**src/rtl/lambda_bisection_economic_dispatch_assert.svh**
```systemverilog
// Assertion macros for the economic dispatch block.
// Included by the modules that check their own control logic; no dependencies.
`ifndef LAMBDA_BISECTION_ECONOMIC_DISPATCH_ASSERT_SVH
`define LAMBDA_BISECTION_ECONOMIC_DISPATCH_ASSERT_SVH
`ifndef NO_ASSERTIONS
// same-cycle implication
`define LBED_ASSERT_IMP(lbl, ck, rn, ante, cons, msg) \
  lbl: assert property (@(posedge ck) disable iff (!rn) (ante) |-> (cons)) else $error(msg);
// next-cycle implication
`define LBED_ASSERT_NXT(lbl, ck, rn, ante, cons, msg) \
  lbl: assert property (@(posedge ck) disable iff (!rn) (ante) |=> (cons)) else $error(msg);
`else
`define LBED_ASSERT_IMP(lbl, ck, rn, ante, cons, msg)
`define LBED_ASSERT_NXT(lbl, ck, rn, ante, cons, msg)
`endif
`endif

```
**src/rtl/lbed_pkg.sv**
```systemverilog
// Shared types and constants for the lambda bisection economic dispatch block.
// No dependencies; used by the interfaces, the cell, the divider and the top level.
`timescale 1ns / 1ps
`default_nettype none
package lbed_pkg;
  localparam int unsigned LBED_MAX_UNITS = 64;

  localparam int unsigned ID_W     = 16;
  localparam int unsigned A_W      = 32;
  localparam int unsigned B_W      = 26;
  localparam int unsigned P_W      = 26;   // power, Q16.10
  localparam int unsigned D_W      = 27;   // signed demand
  localparam int unsigned PRICE_W  = 36;   // internal price, fits 2aP + b
  localparam int unsigned OPRICE_W = 40;
  localparam int unsigned TV_W     = 32;
  localparam int unsigned ST_W     = 2;
  localparam int unsigned TOL_W    = 16;
  localparam int unsigned ITER_W   = 10;
  localparam int unsigned FRAC_SH  = 23;   // 2a scaling of a in 2^-24
  localparam int unsigned LOW_BITS = P_W - FRAC_SH;
  localparam int unsigned DIV_STEPS = P_W;
  localparam int unsigned CFG_AW   = 4;
  localparam int unsigned CFG_DW   = 32;

  localparam logic CMD_LOAD  = 1'b0;
  localparam logic CMD_CLEAR = 1'b1;

  localparam logic [ST_W-1:0] ST_NO_UNITS = 2'd0;
  localparam logic [ST_W-1:0] ST_CLEARED  = 2'd1;
  localparam logic [ST_W-1:0] ST_SHORT    = 2'd2;

  localparam logic [1:0] REG_TOL  = 2'd0;
  localparam logic [1:0] REG_FLAT = 2'd1;
  localparam logic [1:0] REG_ITER = 2'd2;

  localparam logic [TOL_W-1:0]  TOL_RST  = 16'd1;
  localparam logic [TOL_W-1:0]  FLAT_RST = 16'd1;
  localparam logic [ITER_W-1:0] ITER_RST = 10'd1000;

  typedef struct packed {
    logic [ID_W-1:0] id;
    logic [A_W-1:0]  a;
    logic [B_W-1:0]  b;
    logic [P_W-1:0]  cap;
  } unit_ent_t;

  typedef struct packed {
    logic               start;
    logic [PRICE_W-1:0] diff;   // price - b
    logic [A_W-1:0]     den;    // coefficient a
  } div_req_t;

  typedef struct packed {
    logic           done;
    logic           sat;        // quotient beyond power range
    logic [P_W-1:0] quot;
  } div_rsp_t;
endpackage
`default_nettype wire

```
**src/rtl/lbed_cell.sv**
```systemverilog
// One cell of the unit ring: holds one generating unit and passes it to its neighbor.
// Depends on lbed_pkg.
`timescale 1ns / 1ps
`default_nettype none
module lbed_cell (
  input  logic                clk,
  input  logic                load_en,
  input  logic                shift_en,
  input  lbed_pkg::unit_ent_t load_ent,
  input  lbed_pkg::unit_ent_t nb_ent,
  output lbed_pkg::unit_ent_t ent
);
  import lbed_pkg::*;

  unit_ent_t ent_r;

  always_ff @(posedge clk) begin
    if (load_en) begin
      ent_r <= load_ent;
    end else if (shift_en) begin
      ent_r <= nb_ent;
    end
  end

  assign ent = ent_r;
endmodule
`default_nettype wire

```
**config.mk**
```make
export PLATFORM = sky130hd
export DESIGN_NAME = lbed_cell
export DESIGN_NICKNAME = d
export VERILOG_FILES = /design/src/rtl/lambda_bisection_economic_dispatch_assert.svh /design/src/rtl/lbed_pkg.sv /design/src/rtl/lbed_cell.sv
export SDC_FILE = /design/constraint.sdc
export NUM_CORES = 1
export LEC_CHECK = 0
export BUFFER_PORTS_ARGS = -buffer_cell sky130_fd_sc_hd__buf_2
export CORE_AREA = 3 3 115 117
export CTS_CLUSTER_SIZE = 16
export DETAILED_ROUTE_END_ITERATION = 8
export DIE_AREA = 0 0 118 120
export GPL_TIMING_DRIVEN = 0
export PLACE_DENSITY_LB_ADDON = 0.15
export SLEW_MARGIN = 20
export SYNTH_ARGS = -nofsm -noshare
export SYNTH_HDL_FRONTEND = slang
export SYNTH_SLANG_ARGS = --single-unit
```
**constraint.sdc**
```tcl
create_clock -name clk -period 3.6 [get_ports clk]
set_input_delay 0.18 -clock clk [delete_from_list [all_inputs] [get_ports clk]]
set_output_delay 0.18 -clock clk [all_outputs]
set_load 0.01 [all_outputs]
```
==> results by group <==
Global routing
  • Largest net degree at the start of global routing: 52
  • Global-route met2 utilization: 27.8%
  • Layer with the highest usage: met2
  • GRT Overall Usage: 15.0%
  • Initial antenna violation count: 0
  • Met1 usage: 15.5%
  • First-pass GRT wire length: 16300 µm
  • Global-route track usage on met3: 5.00%
  • Vias in the first global route: 3144
  • Total congestion overflow: 0

Power
  • Power density over the cells: 445 nW/µm²
  • Maximum vdd drop: 0.230 mV
  • Net switching power figure: 0.656 mW
  • Power Internal: 2.34 mW
  • Clock Power Share: 33.5%
  • Switch share: 21.9%
  • Overall power: 2.99 mW
  • Sequential power share: 48.7%
  • Comb power frac: 17.8%
  • Leakage Power: 3.23 nW

Place
  • Area after DPL: 6410 µm²
  • HPWL after DPL: 8600 µm
  • PortBufs: 301
  • Gpl congestion: 0.721

Outcome
  • Status: completed

Cells and area
  • Fill count: 1059
  • Layout Nets: 728
  • Synthesis-to-finish area growth: 44.2%
  • Share of cells above drive strength 1: 80.4%
  • Max FFs per register: 100
  • Design area: 6720 µm²
  • Ant diodes: 0

STA
  • Final setup violation count: 0
  • RSZ-0062 raised after global routing: no
  • Max-slew headroom: 52.0%
  • Final Cycle Share: 42.8%
  • Final Max Slew Viols: 0
  • Period minus WS final: 1540 ps
  • Fmax: 0.648 GHz
  • Tightest Pin Transition: 721 ps
  • Setup TNS: 0 ps
  • Hold Fails Final Rpt: 0

Route
  • Via count: 3028
  • Number of nets still failing antenna checks after routing: 0
  • DRC viols: 0
  • 1st-pass router iterations: 4
  • Post-Route WL: 10900 µm
  • Initial drt markers: 104
  • Routed vias/inst: 4.31
  • Routed wire per std cell: 15.6 µm

Yosys
  • Synthesized flop and latch total: 100
  • Synth Cell Area: 4660 µm²
  • Post-synth top area share: 64.4%
  • Synth cell types: 8
  • Largest cells by area after synthesis: edfxtp_1 (64%), mux2_4 (29%), buf_12 (3.4%)
  • Largest area contributor in the netlist: edfxtp_1
  • Syn Nets: 415
  • Register area share after synthesis: 64.4%
  • Syn Inst Count: 212
  • Synth warnings: 0
  • Mean area per synthesized cell: 22.0 µm²

Critical path
  • Crit. End Element: register
  • Crit path arrival time: 1560 ps
  • Startpoint Class: input port
  • CP Launch Point: load_en
  • Kind of critical path: input port to register
  • Data required time at the worst endpoint: 3620 ps
  • Crit-path max FO: 51

Run
  • Max cap viols: 0

Clock tree
  • Max clock buf depth: 2
  • CTS tree: built
  • Cts hold-fix bufs: 0
  • Post-CTS setup buffer count: 0
  • Post-cts sizing count: 0
  • H-tree depth: 3
  • CTS root buf: clkbuf_16
  • CTS buffer count: 9
  • Clock slew at reported path FFs: 70 ps
  • Clk sink count: 100

Die
  • Die W: 118 µm
  • Initial Util: 37.4%
  • Ports: 303
  • Row cnt: 41
  • Core area: 12500 µm²
  • Die area: 14200 µm²
  • Chip height: 120 µm

Hold path
  • HP Class: input port to register
  • Worst Hold Launch: nb_ent[14]
==> cells in the final DEF, fill, tap and decap left out, drive strengths merged <==
cell / n
buf: 313
mux2: 100
clkbuf: 10
clkinvlp: 1
edfxtp: 100
bufinv: 2
or2: 1
clkinv: 3
==> metal layers <==
layer  routed length (µm)  share of wire, %
met5                    0                 0
met4                  195               1.8
met1                 3880                35
met3                  909               8.3
met2                 5960                54
==> power groups by stage <==
stage                     clock network, mW  registers [mW]  logic (mW)
after floorplan                           0            1.56       0.200
after global placement                    0            1.49       0.533
after detailed placement                  0            1.48       0.542
after CTS                              1.04            1.46       0.544
after global routing                   1.08            1.47       0.574
final                                  1.00            1.46       0.534
==> cells by family after synthesis <==
| family | Yosys count | synth area share [%] |
|---|---|---|
| simple gates | 1 | 0.134 |
| buf+inv | 11 | 4.11 |
| mux | 100 | 31.3 |
| flops | 100 | 64.4 |
==> stage by stage <==
stage | cells | worst slack, ps | hold WS (ps) | utilization (%)
after detailed placement | 686 | 1640 | 484 | 51.4
after floorplan | 212 | 369 | 397 | -
after global placement | 685 | -629 | 481 | 51.2
final | 702 | 2060 | 134 | 53.9
after global routing | 702 | 1960 | 118 | 53.9
after CTS | 702 | 2010 | 121 | 53.9
==> critical path, cell delays in order <==
cell and delay (ps):
buf_6 200, buf_8 200, or2_4 600, buf_16 330
==> layout make-up <==
cell class	instances	area, µm²	area share (%)
tap	172	215	3.20
clock buffer	10	229	3.41
buffer	11	191	2.85
timing repair buffer	302	1530	22.8
clock inverter	6	78.8	1.17
sequential	100	3000	44.7
multi-input combinational	101	1470	21.9
==> synthesized netlist by cell type <==
cell type / number
edfxtp_1: 100
mux2_4: 89
mux2_2: 11
buf_12: 8
buf_2: 1
buf_6: 1
buf_8: 1
or2_1: 1
==> path summary, 6_finish.rpt <==
path | slack, ps | end | cells past startpoint
min | 130 | ent[14] | 2
max | 2060 | ent[74] | 4
Power figures use the tool's default switching activity.
