[src/rtl/lambda_bisection_economic_dispatch_assert.svh]
// Assertion macros for the economic dispatch block.
// Included by the modules that check their own control logic; no dependencies.
`ifndef LAMBDA_BISECTION_ECONOMIC_DISPATCH_ASSERT_SVH
`define LAMBDA_BISECTION_ECONOMIC_DISPATCH_ASSERT_SVH
`ifndef NO_ASSERTIONS
// same-cycle implication
`define LBED_ASSERT_IMP(lbl, ck, rn, ante, cons, msg) \
  lbl: assert property (@(posedge ck) disable iff (!rn) (ante) |-> (cons)) else $error(msg);
// next-cycle implication
`define LBED_ASSERT_NXT(lbl, ck, rn, ante, cons, msg) \
  lbl: assert property (@(posedge ck) disable iff (!rn) (ante) |=> (cons)) else $error(msg);
`else
`define LBED_ASSERT_IMP(lbl, ck, rn, ante, cons, msg)
`define LBED_ASSERT_NXT(lbl, ck, rn, ante, cons, msg)
`endif
`endif

[src/rtl/lbed_pkg.sv]
// Shared types and constants for the lambda bisection economic dispatch block.
// No dependencies; used by the interfaces, the cell, the divider and the top level.
`timescale 1ns / 1ps
`default_nettype none
package lbed_pkg;
  localparam int unsigned LBED_MAX_UNITS = 64;

  localparam int unsigned ID_W     = 16;
  localparam int unsigned A_W      = 32;
  localparam int unsigned B_W      = 26;
  localparam int unsigned P_W      = 26;   // power, Q16.10
  localparam int unsigned D_W      = 27;   // signed demand
  localparam int unsigned PRICE_W  = 36;   // internal price, fits 2aP + b
  localparam int unsigned OPRICE_W = 40;
  localparam int unsigned TV_W     = 32;
  localparam int unsigned ST_W     = 2;
  localparam int unsigned TOL_W    = 16;
  localparam int unsigned ITER_W   = 10;
  localparam int unsigned FRAC_SH  = 23;   // 2a scaling of a in 2^-24
  localparam int unsigned LOW_BITS = P_W - FRAC_SH;
  localparam int unsigned DIV_STEPS = P_W;
  localparam int unsigned CFG_AW   = 4;
  localparam int unsigned CFG_DW   = 32;

  localparam logic CMD_LOAD  = 1'b0;
  localparam logic CMD_CLEAR = 1'b1;

  localparam logic [ST_W-1:0] ST_NO_UNITS = 2'd0;
  localparam logic [ST_W-1:0] ST_CLEARED  = 2'd1;
  localparam logic [ST_W-1:0] ST_SHORT    = 2'd2;

  localparam logic [1:0] REG_TOL  = 2'd0;
  localparam logic [1:0] REG_FLAT = 2'd1;
  localparam logic [1:0] REG_ITER = 2'd2;

  localparam logic [TOL_W-1:0]  TOL_RST  = 16'd1;
  localparam logic [TOL_W-1:0]  FLAT_RST = 16'd1;
  localparam logic [ITER_W-1:0] ITER_RST = 10'd1000;

  typedef struct packed {
    logic [ID_W-1:0] id;
    logic [A_W-1:0]  a;
    logic [B_W-1:0]  b;
    logic [P_W-1:0]  cap;
  } unit_ent_t;

  typedef struct packed {
    logic               start;
    logic [PRICE_W-1:0] diff;   // price - b
    logic [A_W-1:0]     den;    // coefficient a
  } div_req_t;

  typedef struct packed {
    logic           done;
    logic           sat;        // quotient beyond power range
    logic [P_W-1:0] quot;
  } div_rsp_t;
endpackage
`default_nettype wire

[src/rtl/lbed_div.sv]
// Restoring divider, one quotient bit per cycle: ((diff << 23) / den), saturating
// above the power range. Depends on lbed_pkg.
`timescale 1ns / 1ps
`default_nettype none
module lbed_div (
  input  logic               clk,
  input  logic               rst_n,
  input  lbed_pkg::div_req_t req,
  output lbed_pkg::div_rsp_t rsp
);
  import lbed_pkg::*;

  localparam int unsigned HI_W  = PRICE_W - LOW_BITS;
  localparam int unsigned CNT_W = $clog2(DIV_STEPS + 1);

  logic             busy_r;
  logic             done_r;
  logic             sat_r;
  logic [CNT_W-1:0] cnt_r;
  logic [A_W-1:0]   rem_r;
  logic [A_W-1:0]   den_r;
  logic [P_W-1:0]   bits_r;
  logic [P_W-1:0]   quo_r;

  logic [HI_W-1:0]  hi_part;
  logic [A_W:0]     trial;
  logic             take;

  // quotient >= 2^P_W exactly when the high part of the dividend reaches den
  assign hi_part = req.diff[PRICE_W-1:LOW_BITS];
  assign trial   = {rem_r, bits_r[P_W-1]};
  assign take    = trial >= {1'b0, den_r};

  always_ff @(posedge clk) begin
    if (!rst_n) begin
      busy_r <= 1'b0;
      done_r <= 1'b0;
    end else begin
      done_r <= 1'b0;
      if (req.start) begin
        den_r  <= req.den;
        quo_r  <= '0;
        cnt_r  <= '0;
        bits_r <= {req.diff[LOW_BITS-1:0], {FRAC_SH{1'b0}}};
        if (hi_part >= HI_W'(req.den)) begin
          sat_r  <= 1'b1;
          done_r <= 1'b1;
        end else begin
          sat_r  <= 1'b0;
          rem_r  <= A_W'(hi_part);
          busy_r <= 1'b1;
        end
      end else if (busy_r) begin
        rem_r  <= take ? A_W'(trial - {1'b0, den_r}) : A_W'(trial);
        quo_r  <= {quo_r[P_W-2:0], take};
        bits_r <= {bits_r[P_W-2:0], 1'b0};
        cnt_r  <= cnt_r + CNT_W'(1);
        if (cnt_r == CNT_W'(DIV_STEPS - 1)) begin
          busy_r <= 1'b0;
          done_r <= 1'b1;
        end
      end
    end
  end

  assign rsp.done = done_r;
  assign rsp.sat  = sat_r;
  assign rsp.quot = quo_r;
endmodule
`default_nettype wire

[config.mk]
export PLATFORM = sky130hd
export DESIGN_NAME = lbed_div
export DESIGN_NICKNAME = d
export VERILOG_FILES = /design/src/rtl/lambda_bisection_economic_dispatch_assert.svh /design/src/rtl/lbed_pkg.sv /design/src/rtl/lbed_div.sv
export SDC_FILE = /design/constraint.sdc
export NUM_CORES = 1
export LEC_CHECK = 0
export BUFFER_PORTS_ARGS = -buffer_cell sky130_fd_sc_hd__buf_2
export CAP_MARGIN = 20
export CORE_MARGIN = 2
export CORE_UTILIZATION = 26
export DETAILED_ROUTE_END_ITERATION = 10
export PLACE_DENSITY = 0.42
export SLEW_MARGIN = 30
export SYNTH_ARGS = -nofsm -noshare
export SYNTH_HDL_FRONTEND = slang
export SYNTH_SLANG_ARGS = --single-unit
[constraint.sdc]
create_clock -name clk -period 14.75 [get_ports clk]
set_input_delay 2.2125 -clock clk [delete_from_list [all_inputs] [get_ports clk]]
set_output_delay 2.2125 -clock clk [all_outputs]
set_load 0.005 [all_outputs]
==> qor.yml, run 1 <==
status:
  outcome: "complete, no violations"
cts:
  post_cts_buffers: 0
  cts.htree.levels: 3
  cts_hold_buf: 0
  cts_root_buffer: "clkbuf_16"
  clockBufferDepth: 2
  cts_tree: "built"
  ctsResizeCount: 0
  clkLatencyLatePin_ns: 0.37
  cts_buffers: 9
  clkSlewWorstSetupHoldPaths_ns: 0.08
  clkSinkCount: 101
floorplanning:
  die_area_mm2: 0.0278
  start_util_pct: 26.4
  core-area_mm2: 0.0261
  die_w_um: 167
  rows: 59
  pin_count: 99
  die_h_um: 167
synth:
  ys_ff_latch: 101
  seq_area_frac_synth_pct: 43.8
  synth-edff-count: 99
  synth_top_area_cell: "edfxtp_1"
  yosys-top-cells-area: "edfxtp_1 43%, ha_1 12%, a21oi_1 5.7%, nor2b_1 4.8%, inv_1 4.0%"
  async_flop_share_pct: 0
  ys_warn_count: 0
  synthesis.area_mm2: 0.00689
  syn_area_per_cell_um2: 10.1
  syn_inst: 681
  synth_flop_cell: "edfxtp_1"
  synth_top_area_share_pct: 43.2
  syn-num-nets: 819
  synth_cell_types: 73
setup_path:
  worstSetupPathType: "primary input to flop"
  cp.depth: 13
  path_common_cell: "a21o_1"
  critPathMaxFanout: 17
  crit_chain: "buf_2, inv_1, ha_1, a21o_1, a21o_1, a21oi_1, o21ai_0, a21o_1, a21oi_1, nor2_1, or3b_2, a21boi_4, buf_4"
  r2r-end: "rem_r[24]"
  startpoint: "req[18]"
  r2r_slack_ns: 11.06
  reg2reg_depth: 13
  critical_path.top_delay_family: "compound AO/OA/AOI/OAI gates"
  worstPathRequired_ns: 14.79
  worstPathArrival_ns: 5.26
  startpoint_type: "primary input"
  r2r_start: "bits_r[25]"
  endpoint_kind: "flop"
  path_buf_inv: 3
  crit_slowest_cell: "a21boi_4"
  cp_slowest_stage_delay_ns: 0.53
finish:
  layout-drive-gt1-share_pct: 18.6
  mostFrequentLayoutCell: "edfxtp_1"
  finalInstanceArea_mm2: 0.00801
  num-fill-cells: 2787
  syn_to_final_growth_pct: 16.4
  nNetsFinal: 906
  mostFrequentLayoutCells: "99 x edfxtp_1, 97 x buf_2, 78 x a21oi_1"
timing:
  tns_ns: 0
  finalCritPeriodShare_pct: 35.3
  fin_ws_ns: 9.54
  max_freq_ghz: 0.192
  final_hold_viol_count: 0
  relSlewSlack_pct: 55.7
  max_slew.worst_pin.slew_ns: 0.662
  skew_ns: 0.0126
  setup_viol: 0
  report.final.slew_viol_count: 0
  fin_crit_ns: 5.21
  rsz0062_at_grt: "no"
power:
  p_per_area_mw_per_mm2: 102
  total_leakage_power_nw: 3.42
  vdd_drop_max_uv: 65.0
  power_mw: 0.820
drt:
  viasPerCell: 4.66
  antenna_left: 0
  wl_um: 18000
  drc: 0
  vias: 5164
  drt_iter0_markers: 243
  wl_per_cell_um: 16.3
  firstDrtPassIters: 4
worst_hold_path:
  hold_depth: 2
  min_to: "busy_r"
  hp-start: "busy_r"
  hold_class: "flop to flop"
placed_design:
  dp_hpwl_um: 13600
  gp_congestion: 0.795
  numPortBuffers: 98
  pre_cts_ws_ns: 9.08
  dpl-instance-area_mm2: 0.00768
grt:
  grt_max_degree: 55
  gr-total-overflow: 0
  grt_usage_pct: 13.1
  grt_pass1_wl_um: 29100
  grt_pass1_vias: 5350
  antenna_found_initial: 0
flow_run:
  maxCapViolCount: 0
synthesized netlist by cell type, types with 2 or more instances:
cell	number
nand3_1	14
a32o_1	2
mux2_2	2
a31oi_1	6
nand2_1	52
xnor2_1	23
buf_6	6
nand2b_1	3
xor2_1	10
o21ai_1	4
and3_1	2
a211oi_1	2
and4_1	2
nor3b_1	4
nor2b_1	53
o21ai_0	16
a21oi_1	78
and2_1	4
o21a_1	7
or2_2	2
or3_1	3
mux2i_1	2
buf_4	2
a221oi_1	2
inv_1	74
a21oi_2	4
nor2_1	24
ha_1	66
edfxtp_1	99
o211ai_1	3
buf_2	7
nor3_1	11
o21bai_1	3
clkbuf_1	12
nor4_1	2
a21o_1	22
dfxtp_1	2
nand4_1	11
nor4b_1	2
a221o_1	5
area by class of cell:
class | instances | area (um2) | area share (%)
multi-input combinational | 479 | 3440 | 43.0
inverter | 74 | 278 | 3.47
antenna | 1 | 2.50 | 0.0312
sequential | 101 | 3010 | 37.6
tap | 335 | 419 | 5.23
clock buffer | 9 | 225 | 2.81
timing repair buffer | 103 | 531 | 6.62
clock inverter | 7 | 100 | 1.25
per-layer routing:
layer / track usage [%] / vias to the layer above / wire [um]
met3: 3.45 / 11 / 816
met1: 17.6 / 2447 / 8800
li1: - / 2627 / -
met2: 21.5 / 79 / 8280
met5: 0 / - / 0
met4: 2.59 / 0 / 151
per-stage QoR:
step / hold WS, ns / cells / util [%]
final: 0.481 / 1109 / 30.7
after global routing: 0.545 / 1108 / 30.7
after CTS: 0.481 / 1108 / 30.7
after detailed placement: 0.469 / 1092 / 29.5
after global placement: 0.469 / 1092 / 29.5
after floorplan: 0.452 / 681 / -
sequential cells by signal (all words and copies together), names as in the netlist:
name	cells
bits_r	3
cnt_r	5
quo_r	26
busy_r	1
den_r	32
rem_r	32
sat_r	1
done_r	1
power breakdown:
group	switching (mW)	internal [mW]	leakage, nW
combinational	0.117	0.0843	2.30
clock	0.132	0.138	0.158
sequential	0.00835	0.340	0.952
cells by family after synthesis:
family,Yosys count,synth area share (%)
mux,4,0.618
simple gates,199,15.7
flops,101,43.8
fa+ha+maj,67,12.3
compound gates,176,17.0
buf+inv,101,6.40
xor+xnor,33,4.20
worst max-delay path by stage:
stage | slack (ns) | end
after floorplan | 7.94 | rem_r[0]
after global placement | 9.13 | rem_r[15]
after detailed placement | 9.08 | rem_r[15]
after CTS | 9.48 | rem_r[16]
after global routing | 9.34 | rem_r[16]
final | 9.54 | rem_r[15]
worst register-to-register path: cells and delay by family (launching register included):
family | cells | cell delay [ns]
AOI/OAI and AO/OA | 8 | 2.18
adders and majority gates | 2 | 0.56
DFF | 1 | 0.41
xor gates and xnor gates | 1 | 0.17
buffers and inverters | 2 | 0.12
(Power assumes the default switching activity.)
==> inputs of run 2 (changes only) <==
ABC_AREA = 1   (was not set)
PLACE_DENSITY = 0.41   (was 0.42)
clock period = 5.3 ns   (was 14.75 ns; I/O delays follow)
==> run 2 against run 1 <==
- power increased to 2.9 times the previous value
- global-route usage up 1.7 points
- sequential cell count is the same
- critical endpoint is now rem_r[27]
- register-to-register slack worse by 8.6 ns
- sequential power rose to 2.8 times the previous value
- largest power group unchanged
==> qor.yml, run 2 <==
grt:
  grt_pass1_vias: 6902
  gr-total-overflow: 0
  antenna_found_initial: 0
  grt_usage_pct: 14.8
  grt_max_degree: 42
  grt_pass1_wl_um: 36100
synth:
  synth_top_area_cell: "edfxtp_1"
  seq_area_frac_synth_pct: 38.7
  syn-num-nets: 1211
  synth_top_family_by_area: "simple AND/OR/NAND/NOR gates"
  synth_cell_types: 39
  async_flop_share_pct: 0
  synthAdderAreaFrac_pct: 10.9
  yosys.area_share.simple_pct: 32.7
  yosysMostFrequentCell: "nand2_1"
  synthesis.area_mm2: 0.00779
  syn_inst: 1073
  ys_ff_latch: 101
  ys_warn_count: 0
  yosys-top-cells-area: "edfxtp_1 38%, nand2_1 18%, ha_1 11%, inv_1 10%, nand3_1 4.4%"
  synth-edff-count: 99
  syn_area_per_cell_um2: 7.26
  synth_flop_cell: "edfxtp_1"
  synthXorXnorAreaFrac_pct: 1.80
  synth_commonest_cells: "375 x nand2_1, 217 x inv_1, 99 x edfxtp_1"
  synth_top_area_share_pct: 38.2
  synth_mux_area_share_pct: 0
  synth_compound_area_share_pct: 3.63
cts:
  clockBufferDepth: 2
  cts_buffers: 9
  ctsResizeCount: 0
  cts.htree.levels: 3
  post_cts_buffers: 0
  cts_tree: "built"
  clkSlewWorstSetupHoldPaths_ns: 0.07
  cts_hold_buf: 0
  cts_root_buffer: "clkbuf_16"
  clkSinkCount: 101
  clkLatencyLatePin_ns: 0.38
finish:
  mostFrequentLayoutCell: "nand2_1"
  layout-drive-gt1-share_pct: 12.5
  syn_to_final_growth_pct: 15.5
  nNetsFinal: 1305
  num_antenna_cells: 0
  mostFrequentLayoutCells: "375 x nand2_1, 217 x inv_1, 99 x edfxtp_1"
  biggestRegsByFlops: "den_r (32), rem_r (32), quo_r (26)"
drt:
  firstDrtPassIters: 7
  wl_per_cell_um: 14.1
  antenna_left: 0
  drc: 0
  vias: 6730
  drt_iter0_markers: 256
  viasPerCell: 4.31
  wl_um: 22000
timing:
  setup_viol: 0
  tns_ns: 0
  rsz0062_at_grt: "no"
  max_freq_ghz: 0.347
  final_hold_viol_count: 0
  relSlewSlack_pct: 60.6
  max_slew.worst_pin.slew_ns: 0.590
  finalCritPeriodShare_pct: 54.4
  report.final.slew_viol_count: 0
  fin_crit_ns: 2.88
  skew_ns: 0.0228
  whs_ns: 0.452
setup_path:
  startpoint_type: "flop"
  worstSetupPathType: "flop to flop"
  critPathMaxFanout: 33
  worstPathArrival_ns: 3.01
  worstPathRequired_ns: 5.42
  endpoint_kind: "flop"
placed_design:
  numPortBuffers: 98
  gp_congestion: 0.886
  dp_hpwl_um: 17500
status:
  outcome: "complete, no violations"
power:
  p_per_area_mw_per_mm2: 262
  power_mw: 2.35
  total_leakage_power_nw: 4.72
  vdd_drop_max_uv: 164
floorplanning:
  start_util_pct: 26.3
  rows: 63
  die_h_um: 177
  die_area_mm2: 0.0313
  die_w_um: 177
  core-area_mm2: 0.0296
  pin_count: 99
flow_run:
  maxCapViolCount: 0
worst_hold_path:
  hold_class: "flop to flop"
-- run 2: cell families (layout without fill, tap and decap cells) --
logic type,count (synthesis),after routing
xor+xnor,16,16
fa+ha+maj,67,67
simple gates,592,592
buf+inv,245,344
flops,101,101
compound gates,52,52
-- run 2: worst paths after layout --
check | from | endpoint | slack (ns) | cells past startpoint
max | rem_r[22] | rem_r[27] | 2.42 | 13
min | busy_r | busy_r | 0.45 | 2
max reg2reg | rem_r[22] | rem_r[27] | 2.42 | 13
min reg2reg | busy_r | busy_r | 0.45 | 2
-- run 2: power breakdown --
group          total [mW]  internal (mW)  switching (mW)  leakage [nW]
clock network       0.714          0.370           0.343         0.147
logic               0.664          0.236           0.428          3.62
registers           0.974          0.950          0.0244         0.955
-- run 2: metal layers --
| metal | track usage [%] | part of all wire (%) | vias up |
|---|---|---|---|
| met5 | 0 | 0 | - |
| met4 | 3.10 | 0.89 | 0 |
| met3 | 3.03 | 4.4 | 9 |
| met2 | 24.5 | 46 | 114 |
| met1 | 20.0 | 49 | 3067 |
| li1 | - | - | 3540 |
-- run 2: layout make-up --
cell class	instances	area [um2]
fillers	3291	20600
multi-input cells	727	3820
flip-flops and latches	101	3010
inverters	225	845
repair buffers	103	528
well taps	390	488
clock buffers	9	225
clock inverters	7	71.3
-- run 2: metrics by stage --
step	instances	setup slack (ns)	cell area [um2]	util [%]
2_1_floorplan	1073	0.710	7790	-
3_3_place_gp	1546	2.11	8700	29.4
3_5_place_dp	1546	2.10	8700	29.4
4_1_cts	1562	2.36	8990	30.4
5_1_grt	1562	2.13	8990	30.4
6_report	1562	2.42	8990	30.4
-- run 2: critical path, cell delays in order, from the launching register on --
cell      delay, ns
edfxtp_1       0.39
ha_1           0.43
nand2_1        0.15
inv_2          0.05
nand2_1        0.06
nand2_1        0.07
a21oi_1        0.21
nor2_2         0.10
nor2_8         0.43
nand2_8        0.24
nand2_2        0.28
nand2_1        0.08
nand2_1        0.07
nand2_1        0.05
==> inputs of run 3 (changes only) <==
clock period = 2.67 ns   (was 5.3 ns; I/O delays follow)
==> run 3 against run 2 <==
- clock-buffer cell count did not move
- sequential share of layout area fell by 0.51 points
- power rose by 100%
- cell area rose by 1.6%
- clock power rose by 100%
- sequential cell count did not move
- first-iteration DRC count rose by 22%
- non-clock buffer count rose by 8
- final cell count rose by 0.51%
- fmax rose by 17%
- highest routed layer unchanged
==> qor.yml, run 3 (synthesis gave the netlist of run 2 again) <==
finish:
  nNetsFinal: 1313
  biggestRegsByFlops: "den_r (32), rem_r (32), quo_r (26)"
  layout-drive-gt1-share_pct: 13.3
  syn_to_final_growth_pct: 17.3
  mostFrequentLayoutCell: "nand2_1"
  mostFrequentLayoutCells: "375 x nand2_1, 217 x inv_1, 99 x edfxtp_1"
  num_antenna_cells: 0
setup_path:
  startpoint_type: "flop"
  path_common_cell: "nand2_1"
  worstSetupPathType: "flop to flop"
  endpoint_kind: "flop"
  critPathMaxFanout: 12
  worstPathRequired_ns: 2.81
  cp_slowest_stage_delay_ns: 0.41
  crit_chain: "ha_1, nand2_1, nor2_1, nand3_1, nand3_2, nand2_2, nand2_2, nand2_4, nand2_8, buf_4, nand3_1, nand2_1, nand2_1"
  worstPathArrival_ns: 2.59
  crit_slowest_cell: "edfxtp_1"
drt:
  vias: 6729
  wl_per_cell_um: 14.3
  antenna_left: 0
  drt_iter0_markers: 313
  viasPerCell: 4.29
  firstDrtPassIters: 4
  wl_um: 22400
  drc: 0
timing:
  skew_ns: 0.0149
  relSlewSlack_pct: 59.8
  whs_ns: 0.221
  final_hold_viol_count: 0
  finalCritPeriodShare_pct: 92.0
  report.final.slew_viol_count: 0
  max_freq_ghz: 0.407
  max_slew.worst_pin.slew_ns: 0.602
  tns_ns: 0
  fin_crit_ns: 2.46
  setup_viol: 0
  rsz0062_at_grt: "no"
floorplanning:
  die_w_um: 177
  die_h_um: 177
  start_util_pct: 26.3
  pin_count: 99
  die_area_mm2: 0.0313
  rows: 63
  core-area_mm2: 0.0296
placed_design:
  gp_congestion: 0.877
  numPortBuffers: 98
  dp_hpwl_um: 18000
cts:
  clockBufferDepth: 2
  cts.htree.levels: 3
  cts_tree: "built"
  cts_buffers: 9
  clkSinkCount: 101
  clkSlewWorstSetupHoldPaths_ns: 0.09
  cts_root_buffer: "clkbuf_16"
  cts_hold_buf: 0
  clkLatencyLatePin_ns: 0.37
grt:
  grt_usage_pct: 14.8
  grt_max_degree: 53
  antenna_found_initial: 0
  gr-total-overflow: 0
  grt_pass1_vias: 6718
  grt_pass1_wl_um: 36000
flow_run:
  maxCapViolCount: 0
status:
  outcome: "complete, no violations"
power:
  vdd_drop_max_uv: 276
  p_per_area_mw_per_mm2: 518
  total_leakage_power_nw: 4.78
worst_hold_path:
  hold_class: "primary input to flop"
## run 3: stage by stage
step / cells / instance area (um2) / power [mW] / utilization, % / worst slack, ns
finish: 1570 / 9140 / 4.73 / 30.9 / 0.215
global route: 1570 / 9140 / 5.04 / 30.9 / 0.00142
CTS: 1570 / 9130 / 4.81 / 30.9 / 0.184
detailed placement: 1554 / 8820 / 3.35 / 29.8 / 0.0995
global placement: 1554 / 8820 / 3.35 / 29.8 / 0.128
floorplan: 1073 / 7800 / 2.90 / - / 0.258
## run 3: worst max-delay path: cells and delay by family (launching register included)
kind	cells	cell delay, ns
and+or+nand+nor	11	1.24
DFF	1	0.41
adders and majority gates	1	0.40
buffers and inverters	1	0.16
## run 3: final cells by class
class,instances,area (um2)
fillers,3327,20400
multi-input cells,727,3830
flip-flops and latches,101,3010
inverters,225,845
repair buffers,111,651
well taps,390,488
clock buffers,9,225
clock inverters,7,86.3
## run 3: final timing paths
path,start,end,slack (ns),cells past startpoint
max reg2reg,rem_r[7],rem_r[25],0.21,13
min reg2reg,busy_r,busy_r,0.45,2
max,rem_r[7],rem_r[25],0.21,13
min,req[19],den_r[19],0.22,1
## run 3: power breakdown
group	switching (mW)	internal [mW]	total, mW
Sequential	0.0469	1.88	1.93
Combinational	0.867	0.501	1.37
Clock	0.755	0.678	1.43
## run 3: per-layer routing
metal  share of wire, %  global-route usage, %
met1                 49                   20.0
met2                 45                   24.5
met3                4.2                   2.73
met4                1.2                   3.58
met5                  0                      0
## run 3: repair_timing
action                     in CTS  in global routing
gates resized for setup         0                  1
setup endpoints to repair       0                  1
buffers inserted                0                  0
